## config.mk

```make
export PLATFORM = sky130hd
export DESIGN_NAME = bid_extent
export DESIGN_NICKNAME = d
export VERILOG_FILES = /design/src/sv/bid_pkg.sv /design/src/sv/bid_extent.sv
export SDC_FILE = /design/constraint.sdc
export NUM_CORES = 1
export LEC_CHECK = 0
export BUFFER_PORTS_ARGS = -buffer_cell sky130_fd_sc_hd__buf_4
export CORE_ASPECT_RATIO = 1.4
export CORE_MARGIN = 3
export CORE_UTILIZATION = 55
export DETAILED_ROUTE_END_ITERATION = 8
export GPL_ROUTABILITY_DRIVEN = 0
export MAX_ROUTING_LAYER = met4
export PLACE_DENSITY = 0.8
export SETUP_SLACK_MARGIN = 0.5
export SLEW_MARGIN = 15
export SYNTH_ARGS = -nofsm -noshare
export SYNTH_HDL_FRONTEND = slang
export SYNTH_SLANG_ARGS = --single-unit
```

## constraint.sdc

```tcl
create_clock -name clk -period 19.2 [get_ports clk]
set_clock_uncertainty 0.15 [all_clocks]
set_input_delay 2.88 -clock clk [delete_from_list [all_inputs] [get_ports clk]]
set_output_delay 2.88 -clock clk [all_outputs]
set_load 0.01 [all_outputs]
```

## src/sv/bid_pkg.sv

```systemverilog
// Shared types and widths for the 3D box overlap-ratio pipeline.
// No dependencies; every other file in the block takes names from here.
package bid_pkg;

  localparam int COORD_BITS    = 16;
  localparam int FRACTION_BITS = 16;

  // Overlap or box extent on one axis, known positive: at most 2^COORD_BITS.
  localparam int EXT_BITS   = COORD_BITS + 1;
  // Product of two extents.
  localparam int AREA_BITS  = 2 * EXT_BITS;
  // Volume: at most 2^(3*COORD_BITS).
  localparam int VOL_BITS   = 3 * COORD_BITS + 1;
  // Union: below twice the largest volume.
  localparam int UNI_BITS   = VOL_BITS + 1;
  localparam int RATIO_BITS = FRACTION_BITS + 1;

  localparam logic [RATIO_BITS-1:0] ONE_Q = RATIO_BITS'(1) << FRACTION_BITS;

  typedef struct packed {
    logic signed [COORD_BITS-1:0] a_min_x;
    logic signed [COORD_BITS-1:0] a_min_y;
    logic signed [COORD_BITS-1:0] a_min_z;
    logic signed [COORD_BITS-1:0] a_max_x;
    logic signed [COORD_BITS-1:0] a_max_y;
    logic signed [COORD_BITS-1:0] a_max_z;
    logic signed [COORD_BITS-1:0] b_min_x;
    logic signed [COORD_BITS-1:0] b_min_y;
    logic signed [COORD_BITS-1:0] b_min_z;
    logic signed [COORD_BITS-1:0] b_max_x;
    logic signed [COORD_BITS-1:0] b_max_y;
    logic signed [COORD_BITS-1:0] b_max_z;
  } bid_req_t;

  typedef struct packed {
    logic [RATIO_BITS-1:0] overlap_ratio;
    logic [RATIO_BITS-1:0] overlap_distance;
    logic                  boxes_overlap;
  } bid_rsp_t;

  // Extents after the first stage: overlap (i*), box a (a*), box b (b*).
  typedef struct packed {
    logic                ovl;
    logic [EXT_BITS-1:0] ix;
    logic [EXT_BITS-1:0] iy;
    logic [EXT_BITS-1:0] iz;
    logic [EXT_BITS-1:0] ax;
    logic [EXT_BITS-1:0] ay;
    logic [EXT_BITS-1:0] az;
    logic [EXT_BITS-1:0] bx;
    logic [EXT_BITS-1:0] by;
    logic [EXT_BITS-1:0] bz;
  } bid_ext_t;

  // Dividend and divisor handed to the divider.
  typedef struct packed {
    logic                ovl;
    logic [UNI_BITS-1:0] num;
    logic [UNI_BITS-1:0] den;
  } bid_frac_t;

endpackage

```

## src/sv/bid_extent.sv

```systemverilog
// First pipeline stage: per-axis overlap extents, box extents and overlap flag.
// Depends on bid_pkg.
module bid_extent (
  input  logic              clk,
  input  logic              rst,
  input  logic              en,
  input  logic              in_vld,
  input  bid_pkg::bid_req_t req,
  output logic              vld,
  output bid_pkg::bid_ext_t ext
);

  localparam int CB = bid_pkg::COORD_BITS;
  localparam int XW = CB + 2;
  localparam int EW = bid_pkg::EXT_BITS;
  localparam logic signed [XW-1:0] ONE = XW'(1);

  function automatic logic signed [XW-1:0] box_ext(
    input logic signed [CB-1:0] lo,
    input logic signed [CB-1:0] hi
  );
    return XW'(hi) - XW'(lo) + ONE;
  endfunction

  function automatic logic signed [XW-1:0] ovl_ext(
    input logic signed [CB-1:0] alo,
    input logic signed [CB-1:0] ahi,
    input logic signed [CB-1:0] blo,
    input logic signed [CB-1:0] bhi
  );
    logic signed [CB-1:0] lo;
    logic signed [CB-1:0] hi;
    lo = (alo > blo) ? alo : blo;
    hi = (ahi < bhi) ? ahi : bhi;
    return box_ext(lo, hi);
  endfunction

  function automatic logic positive(input logic signed [XW-1:0] e);
    return !e[XW-1] && (e != '0);
  endfunction

  logic signed [XW-1:0] ex, ey, ez;
  logic signed [XW-1:0] ax_e, ay_e, az_e, bx_e, by_e, bz_e;

  always_comb begin
    ex   = ovl_ext(req.a_min_x, req.a_max_x, req.b_min_x, req.b_max_x);
    ey   = ovl_ext(req.a_min_y, req.a_max_y, req.b_min_y, req.b_max_y);
    ez   = ovl_ext(req.a_min_z, req.a_max_z, req.b_min_z, req.b_max_z);
    ax_e = box_ext(req.a_min_x, req.a_max_x);
    ay_e = box_ext(req.a_min_y, req.a_max_y);
    az_e = box_ext(req.a_min_z, req.a_max_z);
    bx_e = box_ext(req.b_min_x, req.b_max_x);
    by_e = box_ext(req.b_min_y, req.b_max_y);
    bz_e = box_ext(req.b_min_z, req.b_max_z);
  end

  always_ff @(posedge clk) begin
    if (rst) begin
      vld <= 1'b0;
    end else if (en) begin
      vld <= in_vld;
    end
  end

  // Overlap extents are only meaningful when all of them are positive.
  always_ff @(posedge clk) begin
    if (en) begin
      ext.ovl <= positive(ex) && positive(ey) && positive(ez);
      ext.ix  <= ex[EW-1:0];
      ext.iy  <= ey[EW-1:0];
      ext.iz  <= ez[EW-1:0];
      ext.ax  <= ax_e[EW-1:0];
      ext.ay  <= ay_e[EW-1:0];
      ext.az  <= az_e[EW-1:0];
      ext.bx  <= bx_e[EW-1:0];
      ext.by  <= by_e[EW-1:0];
      ext.bz  <= bz_e[EW-1:0];
    end
  end

endmodule

```

# Yosys cells after proc, flatten, opt, wreduce, memory -nomap -nowiden
# Index checks and enable logic that the tools add are counted.
# Widths: inputs -> output; s select.
[word_totals]
register_bits = 155
latch_bits = 0
ram_bits = 0
romBits = 0
out_inout_bits = 155
word_cells = 52
mem_count = 0
[classes]
addsub = 18
mul = 0
n_div = 0
n_lt_le_gt_ge = 6
eq_ne = 0
shifts = 0
muxes = 6
n_bitwise = 0
reduce_logical = 11
[ops]
columns = ["cell", "n"]
rows = [
  ["$sub 16x16->17", 9],
  ["$add 17x2->17 const B", 6],
  ["$mux 16", 6],
  ["$add 17x2->18 const B", 3],
  ["$reduce_bool 18->1", 3],
  ["$gt 16x16->1", 3],
  ["$lt 16x16->1", 3],
  ["$logic_and 1x1->1", 5],
  ["$logic_not 1->1", 3],
]

# Logic depth before layout (Yosys ltp)
# Gate-level depths: netlist of the first run.
[depth]
word_depth = 8
ltp_mapped = 25
depth_no_buf = 24

# Worst setup path before layout of the first run
# OpenSTA, ideal clock, no wires.
[synth_path]
path_type = "in2reg"
start = "input req[1] (netlist bit)"
end = "register ext[153] (netlist bit), data pin"
arrival_ns = 8.266
t_required_ns = 18.783
slack_ns = 10.517
stages = 22
n_path_buf = 1
path_cell_list = "inv_1 ha_1 a21o_1 a21o_1 a21o_1 a21o_1 a21o_1 a211o_1 a21oi_1 buf_2 mux2_2 ha_1 ha_1 fa_1 xor2_1 or4_1 or3_1 or3_1 or4_1 or4_1 nor4_1 nor4_1"
[synth_between]
elab_chain_cells = 7
[synth_lines]
columns = ["item", "line_no", "rtl"]
rows = [
  ["from (decl)", "bid_extent.sv:8", "input bid_pkg::bid_req_t req,"],
  ["$lt 16x16->1", "bid_extent.sv:34", "hi = (ahi < bhi) ? ahi : bhi;"],
  ["$mux 16 (*)", "bid_extent.sv:34", ""],
  ["$sub 16x16->17 (*)", "bid_extent.sv:22", "return XW'(hi) - XW'(lo) + ONE;"],
  ["$add 17x2->18 (*)", "bid_extent.sv:22", ""],
  ["named net ez[3]", "bid_extent.sv:42", "logic signed [XW-1:0] ex, ey, ez;"],
  ["$reduce_bool 18->1 (*)", "bid_extent.sv:39", "return !e[XW-1] && (e != '0);"],
  ["$logic_and 1x1->1 (*)", "bid_extent.sv:39", ""],
  ["$logic_and 1x1->1 (*)", "bid_extent.sv:68", "ext.ovl <= positive(ex) && positive(ey) && positive(ez);"],
  ["to (decl)", "bid_extent.sv:10", "output bid_pkg::bid_ext_t ext"],
]
# Mark *: on every way through the listed nets, which the timed path passes. The rest lies on a longest branch.
# A chain may end at the register's enable or synchronous reset.

# Worst setup path in the final report of the first run
[layout_path]
start = "input req[17] (netlist bit)"
end = "register ext[153] (netlist bit), data pin"
[layout_between]
elab_chain_cells = 8
[layout_lines]
columns = ["item", "line_no"]
rows = [
  ["$lt 16x16->1", "bid_extent.sv:34"],
  ["$mux 16 (*)", "bid_extent.sv:34"],
  ["$sub 16x16->17 (*)", "bid_extent.sv:22"],
  ["$add 17x2->18 (*)", "bid_extent.sv:22"],
  ["$reduce_bool 18->1 / $logic_not 1->1 (equally long branches)", "bid_extent.sv:39"],
  ["$logic_and 1x1->1 (*)", "bid_extent.sv:39"],
  ["$logic_and 1x1->1 (*) (2 in a row)", "bid_extent.sv:68"],
]
# Mark *: on every way between the ends. The rest lies on a longest branch, timed or not.

==> results.yml, run 1 <==
synthesis:
  ys_seq_elements: 155
  synth_cells: 1803
  synth-main-ff-cell: "edfxtp_1"
  synth-edff-count: 154
  seq_area_frac_synth: 0.273
  synth_area_leaders: "ha_1, edfxtp_1, inv_1"
  synth_nets: 2383
  postSynth.asyncResetShare: 0
  synth_area_um2: 17000
  synth_top_area_cell: "ha_1"
  syn_area_per_cell_um2: 9.43
  yosys_warnings: 0
  synth_top_area_frac: 0.276
  synth_cell_type_count: 64
floorplan:
  rows: 75
  die_h_um: 214
  start_util: 0.563
  die_x_um: 155
  io-pin-count: 351
  die-area_um2: 33100
  core_area_um2: 30200
routing:
  via_per_inst: 5.99
  drcViolationCount: 0
  first_pass_iters: 8
  wire_per_inst_um: 18.3
  vias: 15300
  drtIter0Drc: 702
  final_antenna_net_count: 0
  wl_um: 46600
timing:
  timing.fmax_mhz: 108
  finalSetupViolCount: 0
  finalSetupTns_ns: 0
  rsz0062_at_grt: "false"
  slew_viol_final: 0
  finalCriticalPeriod_ns: 9.24
  hold_viol: 0
  relSlewSlack: 0.283
  tightest_slew_ns: 1.07
  finalCritPeriodShare: 0.481
pwr:
  powerDensity_nw_per_um2: 82.4
  p_sw_mw: 0.647
  clock_power_share: 0.197
  leakage_nw: 10.2
  intPower_mw: 1.06
  pwr-share-comb: 0.496
  pwr-share-seq: 0.307
  power_switching_share: 0.380
  vdd_ir_drop_max_v: 0.0000706
clock_tree:
  post_cts_resize_count: 0
  cts_setup_buffers: 0
  cts_tree: "yes"
  clk_latency_ns: 0.45
  h-tree-depth: 4
  clockBufferDepth: 2
  clk_pin_slew_worst_paths_ns: 0.07
  numCtsBuffers: 17
  cts_hold_buf: 0
  cts-root-buf: "clkbuf_16"
  cts_sinks: 155
final_layout:
  final_core_util: 0.684
  area_growth_pct: 21.6
  stdcell_count: 2551
  antenna_cells: 0
  filler_cell_count: 2411
  design_area_um2: 20700
  drive_gt1_frac: 0.197
  final_nets: 2733
grt:
  grt_use_total: 0.286
  overflow: 0
  grt_pass1_wl_um: 75000
  antenna_found_initial: 0
  grt_max_degree: 89
  first_global_vias: 15600
setup_path:
  reg2reg_depth: 2
  path_cells: "buf_4, inv_1, ha_1, a21o_1, a21o_1, a21o_1, a21o_1, a21o_1, a211oi_2, o211a_1, o211ai_1, ha_1, ha_1, a21o_1, and4_4, or4_4, a2111oi_0, or4b_1, nor4_1, or4b_1, o21ai_1, nor4_1"
  r2r_start: "vld"
  slowest_delay_ns: 0.88
  r2r_end: "vld"
  crit_required_ns: 19.24
  r2r_slack_ns: 18.47
  cpMaxStageDelayCell: "a211oi_2"
  cpMostUsedCell: "a21o_1"
  start_kind: "input port"
  cp.arrival_ns: 9.28
  worstSetupPathType: "input port to register"
  cp-end-kind: "register"
  cp_max_fo: 17
run:
  maxCapViolCount: 0
min_path:
  min_from: "vld"
  holdCritPathClass: "register to register"
  min_to: "vld"
  min_path_cells: 2
placed_design:
  dp_hpwl_um: 39000
  portBuffers: 350
  place_area_um2: 20100
  placed_cells: 2519
run_status:
  outcome: "finished clean"
-- synthesized netlist by cell type (all sizes together), types with 32 or more instances --
cell type / count
nor2b: 32
nand3: 39
nor3: 41
nor2: 87
a21oi: 87
nand2: 126
mux2i: 50
edfxtp: 154
xnor2: 60
inv: 220
a21o: 46
o21ai: 68
xor2: 33
ha: 375
-- registers in the layout, indices dropped and copies added, names as in the netlist --
register / cells
ext: 154
vld: 1
-- power groups by stage --
stage | clock [mW] | combinational [mW] | sequential (mW)
2_1_floorplan | 0 | 0.478 | 0.564
3_3_place_gp | 0 | 0.814 | 0.529
3_5_place_dp | 0 | 0.839 | 0.530
6_report | 0.336 | 0.845 | 0.524
4_1_cts | 0.342 | 0.845 | 0.524
5_1_grt | 0.354 | 0.936 | 0.530
-- final cells by class --
class / count / area, um2 / share of cell area
clock buffers: 17 / 425 / 0.0206
clock inverters: 15 / 143 / 0.00690
inverters: 220 / 826 / 0.0399
multi-input cells: 1399 / 11400 / 0.554
flip-flops and latches: 155 / 4640 / 0.225
well taps: 385 / 482 / 0.0233
repair buffers: 360 / 2710 / 0.131
-- placed cells by master (no fill, tap or decap), drive strengths merged, types with 9 or more instances in the layout --
| cell type | Yosys | layout |
|---|---|---|
| o21a | 20 | 20 |
| a21oi | 87 | 87 |
| o21bai | 13 | 13 |
| nor4b | 18 | 18 |
| o2111ai | 26 | 26 |
| nor2b | 32 | 32 |
| nand3 | 39 | 39 |
| xor2 | 33 | 33 |
| and2 | 9 | 9 |
| a22oi | 15 | 15 |
| edfxtp | 154 | 154 |
| o211ai | 19 | 19 |
| xnor2 | 60 | 60 |
| a211o | 10 | 10 |
| clkbuf | 27 | 17 |
| or4 | 9 | 9 |
| nor2 | 87 | 87 |
| o21ai | 68 | 68 |
| a311o | 15 | 15 |
| a211oi | 23 | 23 |
| nand4 | 23 | 23 |
| nor3 | 41 | 41 |
| mux2 | 20 | 20 |
| or3 | 19 | 19 |
| nand2b | 21 | 21 |
| a31oi | 10 | 10 |
| inv | 220 | 224 |
| mux2i | 50 | 50 |
| and3 | 16 | 16 |
| a21o | 46 | 46 |
| buf | 2 | 360 |
| fa | 9 | 9 |
| nand2 | 126 | 126 |
| ha | 375 | 375 |
-- routing by layer --
| layer | GRT usage | wire (um) | part of all wire | vias to the layer above |
|---|---|---|---|---|
| li1 | - | - | - | 7375 |
| met1 | 0.300 | 17100 | 0.37 | 7183 |
| met2 | 0.508 | 23900 | 0.51 | 571 |
| met3 | 0.0474 | 2960 | 0.063 | 158 |
| met4 | 0.154 | 2730 | 0.058 | 0 |
| met5 | - | 0 | 0 | - |
-- stage by stage --
stage	total power [mW]	worst slack [ns]	hold WS (ns)
after global placement	1.34	9.60	0.323
after detailed placement	1.37	9.45	0.339
after CTS	1.71	9.89	0.355
after floorplan	1.04	10.52	0.378
final	1.70	9.96	0.350
after global routing	1.82	9.44	0.405
-- worst max-delay path by stage --
stage	start	to	slack, ns	cells past startpoint
after detailed placement	req[17]	ext[153]	9.45	22
final	req[17]	ext[153]	9.96	22
after floorplan	req[1]	ext[153]	10.52	22
after global placement	req[17]	ext[153]	9.60	22
after global routing	req[17]	ext[153]	9.44	22
after CTS	req[17]	ext[153]	9.89	22
-- logic make-up (layout without fill, tap and decap cells) --
| logic type | count (synthesis) | count (layout) | synth area share |
|---|---|---|---|
| and+or+nand+nor | 465 | 465 | 0.140 |
| AOI/OAI and AO/OA | 387 | 387 | 0.155 |
| adders and majority gates | 384 | 384 | 0.286 |
| buffers and inverters | 249 | 612 | 0.0550 |
| DFF | 155 | 155 | 0.273 |
| xor gates and xnor gates | 93 | 93 | 0.0479 |
| muxes | 70 | 70 | 0.0427 |
-- critical path: cells and delay by family --
family                   cells  cell delay, ns
AO/OA/AOI/OAI               11            3.38
adder cells (fa/ha/maj)      3            0.95
buffers and inverters        2            0.14
AND/OR/NAND/NOR              6            1.93
Note: power is estimated with default switching activity, not from simulation.
==> inputs of run 2 (changes only) <==
--- a/config.mk
+++ b/config.mk
@@ -8,11 +8,11 @@
 export BUFFER_PORTS_ARGS = -buffer_cell sky130_fd_sc_hd__buf_4
 export CORE_ASPECT_RATIO = 1.4
 export CORE_MARGIN = 3
-export CORE_UTILIZATION = 55
+export CORE_UTILIZATION = 52
 export DETAILED_ROUTE_END_ITERATION = 8
 export GPL_ROUTABILITY_DRIVEN = 0
 export MAX_ROUTING_LAYER = met4
-export PLACE_DENSITY = 0.8
+export PLACE_DENSITY = 0.79
 export SETUP_SLACK_MARGIN = 0.5
 export SLEW_MARGIN = 15
 export SYNTH_ARGS = -nofsm -noshare
==> constraint.sdc (replaced) <==
create_clock -name clk -period 8.5 [get_ports clk]
set_clock_uncertainty 0.15 [all_clocks]
set_input_delay 1.275 -clock clk [delete_from_list [all_inputs] [get_ports clk]]
set_output_delay 1.275 -clock clk [all_outputs]
set_load 0.01 [all_outputs]
==> results.yml, run 2 (same netlist as run 1, synthesis figures left out) <==
floorplan:
  io-pin-count: 351
  start_util: 0.533
  core_area_um2: 31900
  die_x_um: 159
  rows: 77
  die_h_um: 220
  die-area_um2: 34900
routing:
  drcViolationCount: 0
  first_pass_iters: 6
  routed.top_layer: "met4"
  drtIter0Drc: 834
  vias: 15200
  via_per_inst: 5.85
  m1WireLength_um: 17300
  met2WireLength_um: 24900
  wl_um: 47800
  wire_per_inst_um: 18.3
  wl_met3_um: 2960
  final_antenna_net_count: 0
setup_path:
  r2r_start: "vld"
  start_kind: "input port"
  crit_required_ns: 8.53
  reg2reg_depth: 2
  cp.arrival_ns: 7.18
  r2r_slack_ns: 7.77
  r2r_end: "vld"
  worstSetupPathType: "input port to register"
  cp-end-kind: "register"
  cp_max_fo: 17
  crit_path_start: "req[17]"
timing:
  tightest_slew_ns: 0.987
  hold_viol: 0
  relSlewSlack: 0.342
  finalCritPeriodShare: 0.841
  finalSetupTns_ns: 0
  rsz0062_at_grt: "false"
  timing.fmax_mhz: 140
  slew_viol_final: 0
  finalCriticalPeriod_ns: 7.14
  finalSetupViolCount: 0
grt:
  antenna_found_initial: 0
  grt_use_total: 0.278
  grt_max_degree: 97
  first_global_vias: 15700
  grt_pass1_wl_um: 76400
  overflow: 0
final_layout:
  layout_commonest_cell: "ha_1"
  multi_input_area_um2: 11400
  filler_cell_count: 2556
  drive_gt1_frac: 0.197
  final_nets: 2739
  top_regs: "ext (154), vld (1)"
  largest_reg_flops: 154
  antenna_cells: 0
  area_growth_pct: 22.1
  regArea_um2: 4640
  regMostFlops: "ext"
  mostFrequentLayoutCells: "ha_1, buf_4, inv_1"
min_path:
  holdCritPathClass: "register to register"
  min_to: "vld"
  min_from: "vld"
  min_path_cells: 2
pwr:
  vdd_ir_drop_max_v: 0.000136
  total_power_mw: 3.86
  leakage_nw: 10.3
  powerDensity_nw_per_um2: 186
clock_tree:
  clockBufferDepth: 2
  cts_sinks: 155
  cts_tree: "yes"
  cts-root-buf: "clkbuf_16"
  cts_setup_buffers: 0
  numCtsBuffers: 17
  clk_pin_slew_worst_paths_ns: 0.06
  clk_latency_ns: 0.45
  cts_hold_buf: 0
  h-tree-depth: 4
  post_cts_resize_count: 0
placed_design:
  portBuffers: 350
  dp_hpwl_um: 40100
run:
  maxCapViolCount: 0
run_status:
  outcome: "finished clean"
==> run 2: changes by cell type in the layout (fill, tap and decap cells not counted) <==
cell,change
o21ai_2,-1
clkinv_1,+2
clkbuf_1,+1
inv_8,-1
a21oi_2,-1
bufinv_16,+1
a21oi_1,+1
buf_4,+6
inv_6,-2
clkinvlp_4,-4
o21ai_1,+1
clkinv_4,-2
clkinv_2,+5
==> run 2: worst max-delay path by stage <==
stage | endpoint | cells after the start | slack [ns]
final | ext[153] | 23 | 1.36
after global routing | ext[153] | 24 | 0.96
after CTS | ext[153] | 23 | 1.38
after detailed placement | ext[153] | 23 | 0.90
after global placement | ext[153] | 25 | 1.01
after floorplan | ext[153] | 22 | 1.42
==> run 2: cell type report <==
class | instances | share of cell area
clock inverters | 14 | 0.00621
repair buffers | 366 | 0.133
inverters | 220 | 0.0398
clock buffers | 18 | 0.0207
flip-flops and latches | 155 | 0.224
well taps | 434 | 0.0262
multi-input cells | 1399 | 0.551
==> run 2: critical path: stages <==
cell,delay [ns]
buf_4,0.11
inv_1,0.08
ha_1,0.24
a21o_1,0.16
a21o_1,0.17
a21o_1,0.18
a21o_1,0.18
a21o_1,0.19
a211oi_2,0.22
buf_4,0.24
o211a_1,0.53
o211ai_1,0.20
ha_1,0.35
ha_1,0.31
a21o_1,0.22
and4_4,0.21
or4_4,0.47
a2111oi_0,0.40
or4b_1,0.48
nor4_1,0.22
or4b_1,0.47
o21ai_1,0.22
nor4_1,0.07
==> run 2: report_power, final <==
group          leakage [nW]  internal [mW]  switching, mW  total (mW)
Combinational          8.50          0.873           1.03        1.90
Clock                 0.272          0.427          0.332       0.759
Sequential             1.52           1.11         0.0809        1.19
==> run 2: metal layers <==
metal  global-route usage  vias up
li1                     -     7393
met1                0.279     7148
met2                0.508      548
met3               0.0540      145
met4                0.158        0
met5                    -        -
==> run 2: through the flow <==
step                      std cells  setup WS, ns  utilization  hold slack, ns  area, um2
final                          2606          1.36        0.651           0.354      20800
after global routing           2606         0.964        0.651           0.372      20800
after CTS                      2606          1.38        0.651           0.362      20800
after detailed placement       2574         0.905        0.634           0.345      20200
after global placement         2574          1.01        0.634           0.329      20200
after floorplan                1803          1.42            -           0.378      17000
